===== config.mk =====
export PLATFORM = sky130hd
export DESIGN_NAME = lopd_wrom
export DESIGN_NICKNAME = d
export VERILOG_FILES = /design/src/design/local_outlier_patch_detector_core_defines.svh /design/src/design/lopd_pkg.sv /design/src/design/lopd_wrom.sv
export SDC_FILE = /design/constraint.sdc
export NUM_CORES = 1
export LEC_CHECK = 0
export BUFFER_PORTS_ARGS = -buffer_cell sky130_fd_sc_hd__buf_2
export CELL_PAD_IN_SITES_DETAIL_PLACEMENT = 1
export CELL_PAD_IN_SITES_GLOBAL_PLACEMENT = 1
export CORE_MARGIN = 2
export CORE_UTILIZATION = 32
export CTS_BUF_LIST = sky130_fd_sc_hd__clkbuf_8
export DETAILED_ROUTE_END_ITERATION = 8
export PLACE_DENSITY_LB_ADDON = 0.1
export SYNTH_ARGS = -nofsm -noshare
export SYNTH_HDL_FRONTEND = slang
export SYNTH_SLANG_ARGS = --single-unit

===== constraint.sdc =====
create_clock -name clk -period 2.6 [get_ports clk]
set_input_delay 0.39 -clock clk [delete_from_list [all_inputs] [get_ports clk]]
set_output_delay 0.39 -clock clk [all_outputs]
set_load 0.05 [all_outputs]

===== src/design/local_outlier_patch_detector_core_defines.svh =====
// Assertion macros shared by the local outlier patch detector RTL.
`ifndef LOCAL_OUTLIER_PATCH_DETECTOR_CORE_DEFINES_SVH
`define LOCAL_OUTLIER_PATCH_DETECTOR_CORE_DEFINES_SVH
`ifndef ASSERT_OFF
`define LOPD_ASSERT_CLK(lbl, prop, msg) \
  lbl: assert property (@(posedge clk) disable iff (!rst_n) prop) else $error(msg);
`define LOPD_ASSERT_ANY(lbl, prop, msg) \
  lbl: assert property (@(posedge clk) prop) else $error(msg);
`else
`define LOPD_ASSERT_CLK(lbl, prop, msg)
`define LOPD_ASSERT_ANY(lbl, prop, msg)
`endif
`endif


===== src/design/lopd_pkg.sv =====
// Types, constants and helper functions for the local outlier patch detector.
`default_nettype none
package lopd_pkg;
  localparam int NUM_W   = 7;
  localparam int SIZE_W  = 14;
  localparam int SHIFT_W = 16;
  localparam int ENTRY_W = 2 * SIZE_W + 2 * SHIFT_W;
  localparam int IDX_W   = 6;
  localparam int WGT_W   = 16;

  localparam logic [1:0] REG_NUM_PATCHES  = 2'd0;
  localparam logic [1:0] REG_FRAME_WIDTH  = 2'd1;
  localparam logic [1:0] REG_FRAME_HEIGHT = 2'd2;

  typedef struct packed {
    logic [SHIFT_W-1:0] sy;
    logic [SHIFT_W-1:0] sx;
    logic [SIZE_W-1:0]  cy;
    logic [SIZE_W-1:0]  cx;
  } entry_t;

  function automatic logic [SHIFT_W:0] shift_mag(logic [SHIFT_W-1:0] a,
                                                 logic [SHIFT_W-1:0] b);
    logic signed [SHIFT_W:0] d;
    d = $signed({a[SHIFT_W-1], a}) - $signed({b[SHIFT_W-1], b});
    return d[SHIFT_W] ? (SHIFT_W+1)'(-d) : (SHIFT_W+1)'(d);
  endfunction

  function automatic logic [SIZE_W-1:0] size_mag(logic [SIZE_W-1:0] a,
                                                 logic [SIZE_W-1:0] b);
    return (a >= b) ? (a - b) : (b - a);
  endfunction

  // exp(-y) in Q30 by a truncated series, raised to the 64th power, into Q0.16
  function automatic logic [WGT_W-1:0] build_weight(logic [63:0] x);
    logic [63:0] y;
    logic [63:0] term;
    logic [63:0] sum;
    logic [63:0] v;
    logic [63:0] w;
    y    = x >> 6;
    term = 64'd1 << 30;
    sum  = 64'd1 << 30;
    term = ((term * y) >> 30);
    sum  = sum - term;
    term = ((term * y) >> 30) / 2;
    sum  = sum + term;
    term = ((term * y) >> 30) / 3;
    sum  = sum - term;
    term = ((term * y) >> 30) / 4;
    sum  = sum + term;
    term = ((term * y) >> 30) / 5;
    sum  = sum - term;
    term = ((term * y) >> 30) / 6;
    sum  = sum + term;
    v = sum;
    for (int n = 0; n < 6; n++) begin
      v = (v * v) >> 30;
    end
    w = (v * 64'd65535 + (64'd1 << 29)) >> 30;
    return (w > 64'd65535) ? 16'hFFFF : w[WGT_W-1:0];
  endfunction
endpackage
`default_nettype wire


===== src/design/lopd_wrom.sv =====
// Weight table exp(-12.5*i/DEPTH) in Q0.16, registered read.
`default_nettype none
module lopd_wrom
  import lopd_pkg::*;
#(
  parameter int DEPTH = 256,
  parameter int AW    = 8
) (
  input  wire logic             clk,
  input  wire logic [AW-1:0]    addr,
  output logic      [WGT_W-1:0] q_r
);
  logic [WGT_W-1:0] rom [DEPTH];

  for (genvar i = 0; i < DEPTH; i++) begin : g_rom
    localparam logic [63:0] XI = ((64'd25 * 64'(i)) << 30) / (2 * DEPTH);
    assign rom[i] = build_weight(XI);
  end

  always_ff @(posedge clk) begin
    q_r <= rom[addr];
  end
endmodule
`default_nettype wire

==> results of run 1 <==
-- report_power, final --
part	total [mW]	switching (mW)	internal (mW)
clock network	0.247	0.112	0.135
registers	0.275	0.00557	0.269
logic	0.829	0.552	0.277
total	1.35	0.670	0.681
-- routing by layer --
metal / share of wire / vias to the layer above
li1: - / 1897
met1: 0.41 / 2147
met2: 0.44 / 301
met3: 0.087 / 73
met4: 0.061 / 0
met5: 0 / -
-- metrics by stage --
stage                     area, um^2  TNS (ns)
after floorplan                 3190         0
after global placement          3840   -0.0956
after detailed placement        3840   -0.0515
after CTS                       3900         0
after global routing            3900         0
final                           3900         0
-- how the worst min path moves through the flow --
stage / cells after the start / end / slack, ns / from
floorplan: 4 / q_r[0] / 0.77 / addr[1]
global placement: 2 / q_r[14] / 0.74 / addr[7]
detailed placement: 2 / q_r[14] / 0.74 / addr[7]
CTS: 2 / q_r[14] / 0.46 / addr[7]
global route: 2 / q_r[14] / 0.49 / addr[7]
finish: 2 / q_r[14] / 0.47 / addr[7]
-- cells in the final DEF, fill, tap and decap left out, types with 7 or more instances in the layout --
master,count
buf_4,66
a21oi_1,46
nor2_1,42
nand2_1,31
o21ai_0,30
nand2b_1,23
buf_2,23
nor2b_1,16
ha_1,16
dfxtp_1,16
a31oi_1,14
nand3_1,13
nor3_1,12
o211ai_1,11
a211oi_1,10
inv_1,9
o31ai_1,8
a311oi_1,7
and2_1,7
o21ai_1,7
o21a_1,7
o311ai_0,7
buf_12,7
-- synthesized netlist by cell type (3+ instances only) --
library cell / n / share of area
a221oi_1: 3 / 0.0082
a21o_1: 3 / 0.0071
o311ai_1: 4 / 0.011
a221o_1: 3 / 0.0094
o21ai_0: 30 / 0.047
nand3_1: 13 / 0.020
nand2_1: 31 / 0.036
inv_1: 9 / 0.011
a31oi_1: 14 / 0.027
o2111ai_1: 3 / 0.0082
a21oi_1: 46 / 0.072
nand2b_1: 23 / 0.045
o31ai_1: 8 / 0.019
and2_1: 7 / 0.014
nor3_1: 12 / 0.019
a211oi_1: 10 / 0.024
o311ai_0: 7 / 0.019
mux2i_1: 4 / 0.013
dfxtp_1: 16 / 0.10
clkbuf_1: 29 / 0.034
a211o_1: 3 / 0.0082
nor2_1: 42 / 0.049
o21ai_1: 7 / 0.011
o211ai_1: 11 / 0.026
buf_2: 21 / 0.033
nand4_1: 5 / 0.0098
a311oi_1: 7 / 0.019
ha_1: 16 / 0.063
and3_1: 6 / 0.012
buf_1: 3 / 0.0035
nor2b_1: 16 / 0.031
o221ai_1: 3 / 0.0082
or3_1: 6 / 0.012
or2_1: 3 / 0.0059
o21a_1: 7 / 0.016
nor3b_1: 6 / 0.014
-- layout make-up --
| cell class | count | area [um^2] |
|---|---|---|
| Clock buffer | 4 | 55.1 |
| Fill cell | 1275 | 5830 |
| Tap cell | 133 | 166 |
| Multi-Input combinational cell | 399 | 2560 |
| Timing Repair Buffer | 96 | 751 |
| Sequential cell | 16 | 320 |
| Inverter | 11 | 41.3 |
-- cell families after synthesis --
family / share of synthesized area
compound gates: 0.417
xor+xnor: 0.00549
fa+ha+maj: 0.0628
buf+inv: 0.0953
flops: 0.100
mux: 0.0302
simple gates: 0.289
==> impl_metrics.toml, run 1 <==
[critical_path]
path_max_fanout = 12
arrival_ns = 2.66
crit_buf_inv = 3
critical_path.top_delay_family = "simple AND/OR/NAND/NOR gates"
cp-endpoint = "q_r[8]"
crit_required_ns = 2.76
critical_path_depth = 9
critPathLaunch = "addr[0]"
worstPathCellList = "buf_2 > buf_4 > ha_1 > buf_4 > nor2_1 > nor2_1 > mux4_2 > o211a_1 > a311oi_2"
path_class = "input pin to flip-flop"
critPathMaxStageDelay_ns = 0.49
slowest_stage = "mux4_2"
worst_setup_path_end_kind = "flip-flop"
startpoint_type = "input pin"

[clock_tree]
cts_resized = 0
h-tree-depth = 1
clock-sinks = 16
cts.path.max_buffers = 2
cts_tree = "done"
cts_buffers = 3
cts_hold_buf = 0
post_cts.repair.setup_buffers = 0
clk_pin_slew_ns = 0.07
cts_root_buffer = "clkbuf_8"

[place]
placedCellCount = 655
hpwl_um = 14500
port_buffers = 24
gp_congestion = 1.05
pre_cts_ws_ns = -0.0515

[grt]
use_met2 = 0.534
antenna_found_initial = 0
busiest_layer = "met2"
use_met3 = 0.0478
gr-total-overflow = 0
grt_max_degree = 47
met1_usage = 0.474
grt_pass1_wl_um = 28400
grt_usage = 0.349
grt_pass1_vias = 4305

[sta]
clock.fmax_ghz = 0.401
final_hold_viol_count = 0
period_share = 0.960
slew_viol_final = 0
setup_ws_ns = 0.103
hold_slack_ns = 0.466
tightest_slew_ns = 0.549
rsz0062_at_grt = "false"
report.final.setup_viol = 0
fin_crit_ns = 2.50
slew_headroom = 0.633

[finish]
reg_top3 = "q_r (16)"
antenna_cells = 0
nets = 552
largest_reg_flops = 16
drive_gt1_frac = 0.205
top_register = "q_r"
final_util = 0.401
final_cells = 659
areaGrowthSynthToFinish_pct = 22.2

[hold_path]
hp-class = "input pin to flip-flop"

[flow_run]
maxCapViolCount = 0

[yosys]
synthCells = 483
syn_area_per_cell_um2 = 6.60
synth_edf_count = 0
ys_seq_area_frac = 0.100
synthesis.nets = 508
synth_area_um2 = 3190
synth.ff_latch_count = 16
synth_warnings = 0
synth_top_flop_cell = "dfxtp_1"
synthArstFlopShare = 0
synth.distinct_cells = 68

[power]
vdd_drop_max_mv = 0.155
p_total_mw = 1.35
power_leakage_nw = 1.59
power.density_nw_per_um2 = 347

[die]
die_x_um = 104
rows = 36
pin_count = 25
start_util = 0.328
die_area_um2 = 10800
coreArea_um2 = 9730
die_height_um = 104

[route]
wl_um = 19100
vias_per_cell = 6.70
vias = 4418
drc = 0
dr.pass1.iters = 5
drt_iter0_drc = 403
postRouteAntennaNets = 0
routedWlPerCell_um = 28.9

[run_status]
status = "complete, no violations"
No activity file was read; power rests on OpenSTA's default activity.
==> run 2: changes to the inputs <==
--- a/config.mk
+++ b/config.mk
@@ -9,10 +9,11 @@
 export CELL_PAD_IN_SITES_DETAIL_PLACEMENT = 1
 export CELL_PAD_IN_SITES_GLOBAL_PLACEMENT = 1
 export CORE_MARGIN = 2
-export CORE_UTILIZATION = 32
+export CORE_UTILIZATION = 41
 export CTS_BUF_LIST = sky130_fd_sc_hd__clkbuf_8
 export DETAILED_ROUTE_END_ITERATION = 8
-export PLACE_DENSITY_LB_ADDON = 0.1
+export PLACE_DENSITY = 0.77
+export RECOVER_POWER = 25
 export SYNTH_ARGS = -nofsm -noshare
 export SYNTH_HDL_FRONTEND = slang
 export SYNTH_SLANG_ARGS = --single-unit
==> run 2 against run 1 <==
  * Die area decreased by 21%
  * Via count increased by 0.81%
  * Flip-flop and latch count unchanged
  * Global-route usage increased by 7.5 points
  * Maximum frequency increased by 1.9%
  * Combinational power decreased by 3.0%
  * Sequential share of layout area increased by 0.29 points
  * Core utilization increased by 9.2 points
  * Design area decreased by 3.4%
  * Total power decreased by 1.5%
  * Setup slack improved by 0.047 ns
  * Non-clock buffer count decreased by 6
==> impl_metrics.toml, run 2 (synthesis results as in run 1) <==
[run_status]
status = "complete, no violations"

[hold_path]
hp-class = "input pin to flip-flop"
hold_depth = 2
holdPathEnd = "q_r[14]"
min_from = "addr[7]"

[route]
dr.pass1.iters = 5
wl_um = 17900
vias = 4454
postRouteAntennaNets = 0
vias_per_cell = 7.16
drc = 0
routedWlPerCell_um = 28.8
drt_iter0_drc = 579

[finish]
drive_gt1_frac = 0.181
top_register = "q_r"
antenna_cells = 0
largest_reg_flops = 16
nets = 546
layout_commonest_cell = "buf_4"
reg_top3 = "q_r (16)"
fin_area_um2 = 3770
areaGrowthSynthToFinish_pct = 18.1
mostFrequentLayoutCells = "buf_4 (63), a21oi_1 (46), nor2_1 (42)"

[clock_tree]
cts_buffers = 3
clock-sinks = 16
clk_pin_slew_ns = 0.09
cts_tree = "done"
h-tree-depth = 1
cts.path.max_buffers = 2
post_cts.repair.setup_buffers = 0
cts_resized = 0
cts_root_buffer = "clkbuf_8"
cts_hold_buf = 0

[grt]
gr-total-overflow = 0
grt_max_degree = 40
grt_usage = 0.424
grt_pass1_wl_um = 26900
antenna_found_initial = 0
grt_pass1_vias = 4367

[place]
placed_cell_area_um2 = 3720
gp_congestion = 1.15
hpwl_um = 13500
port_buffers = 24

[flow_run]
maxCapViolCount = 0

[critical_path]
critical_path.top_delay_family = "compound AO/OA/AOI/OAI gates"
worst_setup_path_end_kind = "flip-flop"
path_max_fanout = 21
critPathLaunch = "addr[0]"
critPathMaxStageDelay_ns = 0.63
startpoint_type = "input pin"
slowest_stage = "a311oi_1"
cpMostUsedCell = "a311oi_1"
crit_required_ns = 2.75
worstPathCellList = "buf_2 > buf_12 > ha_1 > nand2b_1 > a311oi_1 > a311oi_1 > o21a_1 > a2111o_1"
path_class = "input pin to flip-flop"
arrival_ns = 2.60
crit_buf_inv = 2

[die]
die_area_um2 = 8500
coreArea_um2 = 7650
die_height_um = 92.2
pin_count = 25
rows = 32
start_util = 0.417
die_x_um = 92.2

[sta]
rsz0062_at_grt = "false"
report.final.setup_viol = 0
finalSetupTns_ns = 0
clock.fmax_ghz = 0.408
fin_crit_ns = 2.45
tightest_slew_ns = 0.667
slew_headroom = 0.552
period_share = 0.942
slew_viol_final = 0
hold_slack_ns = 0.622
final_hold_viol_count = 0

[power]
vdd_drop_max_mv = 0.195
seqPwrFrac = 0.208
power.internal_mw = 0.666
p_clk_frac = 0.188
p_switching_mw = 0.665
power.density_nw_per_um2 = 353
combinationalPowerShare = 0.604
switching_share = 0.500
power_leakage_nw = 1.52
## run 2: cell types whose count changed in the layout (fill, tap and decap cells not counted)
cell      delta
buf_4        -3
buf_12       -3
clkbuf_1     +8
buf_2        -8
## run 2: layout make-up
type	instances	area [um^2]
Inverter	11	41.3
Tap cell	102	128
Multi-Input combinational cell	399	2560
Timing Repair Buffer	90	658
Sequential cell	16	320
Clock buffer	4	55.1
Fill cell	1044	3880
## run 2: worst max path at each step
stage | cells past startpoint | end | slack, ns
after floorplan | 10 | q_r[8] | 0.09
after global placement | 7 | q_r[1] | -0.01
after detailed placement | 7 | q_r[1] | -0.0005
after CTS | 7 | q_r[1] | 0.28
after global routing | 8 | q_r[8] | 0.21
final | 8 | q_r[2] | 0.15
## run 2: power by group through the flow
stage / Combinational (mW) / Sequential (mW) / Clock, mW
final: 0.804 / 0.276 / 0.250
after global routing: 0.837 / 0.278 / 0.256
after CTS: 0.774 / 0.276 / 0.249
after detailed placement: 0.771 / 0.282 / 0
after global placement: 0.768 / 0.282 / 0
after floorplan: 0.395 / 0.368 / 0
## run 2: metal layers
| metal | vias to the layer above | wire length (um) | track usage |
|---|---|---|---|
| met1 | 2099 | 6790 | 0.539 |
| met2 | 367 | 7520 | 0.637 |
| met3 | 100 | 2340 | 0.119 |
| met4 | 0 | 1280 | 0.248 |
| met5 | - | 0 | 0 |
| li1 | 1888 | - | - |
## run 2: through the flow
step / power (mW) / std cells / setup slack (ns) / util
floorplan: 0.762 / 483 / 0.0905 / -
global placement: 1.05 / 618 / -0.0118 / 0.487
detailed placement: 1.05 / 618 / -0.000475 / 0.487
CTS: 1.30 / 622 / 0.283 / 0.494
global route: 1.37 / 622 / 0.207 / 0.493
finish: 1.33 / 622 / 0.150 / 0.493
==> run 3: changes to the inputs <==
--- a/config.mk
+++ b/config.mk
@@ -5,14 +5,14 @@
 export SDC_FILE = /design/constraint.sdc
 export NUM_CORES = 1
 export LEC_CHECK = 0
-export BUFFER_PORTS_ARGS = -buffer_cell sky130_fd_sc_hd__buf_2
 export CELL_PAD_IN_SITES_DETAIL_PLACEMENT = 1
 export CELL_PAD_IN_SITES_GLOBAL_PLACEMENT = 1
 export CORE_MARGIN = 2
-export CORE_UTILIZATION = 41
+export CORE_UTILIZATION = 43
 export CTS_BUF_LIST = sky130_fd_sc_hd__clkbuf_8
 export DETAILED_ROUTE_END_ITERATION = 8
-export PLACE_DENSITY = 0.77
+export DONT_BUFFER_PORTS = 1
+export PLACE_DENSITY = 0.76
 export RECOVER_POWER = 25
 export SYNTH_ARGS = -nofsm -noshare
 export SYNTH_HDL_FRONTEND = slang
==> run 3 against run 2 <==
  * Design area decreased by 14%
  * Maximum frequency increased by 2.9%
  * Wire length decreased by 12%
  * Critical path type unchanged
  * Total power decreased by 15%
  * Sequential share of layout area increased by 1.4 points
  * Flip-flop and latch count unchanged
==> impl_metrics.toml, run 3 (synthesis results as in run 1) <==
[finish]
drive_gt1_frac = 0.0647
fin_area_um2 = 3240
n_fill_cell = 972
antenna_cells = 0
reg_top3 = "q_r (16)"
final_util = 0.449
area.sequential_um2 = 320
nets = 474
mostFrequentLayoutCells = "a21oi_1 (46), nor2_1 (42), nand2_1 (31)"
top_register = "q_r"
areaGrowthSynthToFinish_pct = 1.49
layout_commonest_cell = "a21oi_1"
largest_reg_flops = 16
multi_input_area_um2 = 2560

[critical_path]
startpoint_type = "input pin"
path_max_fanout = 22
arrival_ns = 2.53
crit_required_ns = 2.75
path_class = "input pin to flip-flop"
worst_setup_path_end_kind = "flip-flop"

[power]
power.density_nw_per_um2 = 348
power_leakage_nw = 1.18
vdd_drop_max_mv = 0.167

[route]
vias = 4166
postRouteAntennaNets = 0
dr.pass1.iters = 6
drt_iter0_drc = 698
drc = 0
routedWlPerCell_um = 28.8
wl_um = 15800
vias_per_cell = 7.62

[grt]
antenna_found_initial = 0
gr-total-overflow = 0
grt_pass1_vias = 3994
grt_pass1_wl_um = 23900
grt_usage = 0.379
grt_max_degree = 116

[clock_tree]
cts_resized = 0
h-tree-depth = 1
post_cts.repair.setup_buffers = 0
cts_buffers = 3
cts.path.max_buffers = 2
clock-sinks = 16
cts_hold_buf = 0
cts_tree = "done"
cts_root_buffer = "clkbuf_8"
clk_pin_slew_ns = 0.09

[place]
placed_cell_area_um2 = 3190
gp_congestion = 1.02
port_buffers = 0
hpwl_um = 10900

[die]
die_height_um = 90.1
die_x_um = 90.1
die_area_um2 = 8120
pin_count = 25
start_util = 0.442
rows = 31
coreArea_um2 = 7210

[sta]
finalSetupTns_ns = 0
tightest_slew_ns = 0.777
final_hold_viol_count = 0
fin_crit_ns = 2.38
report.final.setup_viol = 0
rsz0062_at_grt = "false"
clock.fmax_ghz = 0.420
period_share = 0.916
slew_headroom = 0.481
hold_slack_ns = 0.172
slew_viol_final = 0

[run_status]
status = "complete, no violations"

[flow_run]
maxCapViolCount = 0

[hold_path]
hp-class = "input pin to flip-flop"
[run 3: layout make-up]
cell class,instances,area share
well taps,99,0.0383
clock buffers,4,0.0170
flip-flops and latches,16,0.0990
multi-input cells,399,0.792
inverters,11,0.0128
repair buffers,18,0.0406
[run 3: routing by layer]
layer	GRT usage	vias to the layer above	wire length, um
met5	0	-	0
met4	0.186	0	946
met3	0.0930	79	2060
met2	0.576	380	6660
met1	0.499	1966	6100
li1	-	1741	-
[run 3: final timing paths]
kind | start | to | slack (ns) | cells past startpoint
worst max-delay path | addr[0] | q_r[1] | 0.22 | 7
worst min-delay path | addr[7] | q_r[8] | 0.17 | 1
[run 3: worst max-delay path, stage by stage]
cell     delay, ns
inv_1         0.07
ha_1          0.39
nor3b_2       0.62
nor3_1        0.10
o21ai_0       0.28
a31oi_1       0.13
or4_1         0.54
[run 3: per-stage QoR]
step | std cells | total power [mW] | setup slack (ns)
floorplan | 483 | 0.762 | 0.0905
global placement | 543 | 0.852 | 0.0919
detailed placement | 543 | 0.852 | 0.0660
CTS | 547 | 1.10 | 0.348
global route | 547 | 1.16 | 0.210
finish | 547 | 1.13 | 0.219
[run 3: report_power, final]
part | switching, mW | internal (mW)
clock | 0.119 | 0.135
combinational | 0.318 | 0.189
sequential | 0.0957 | 0.270
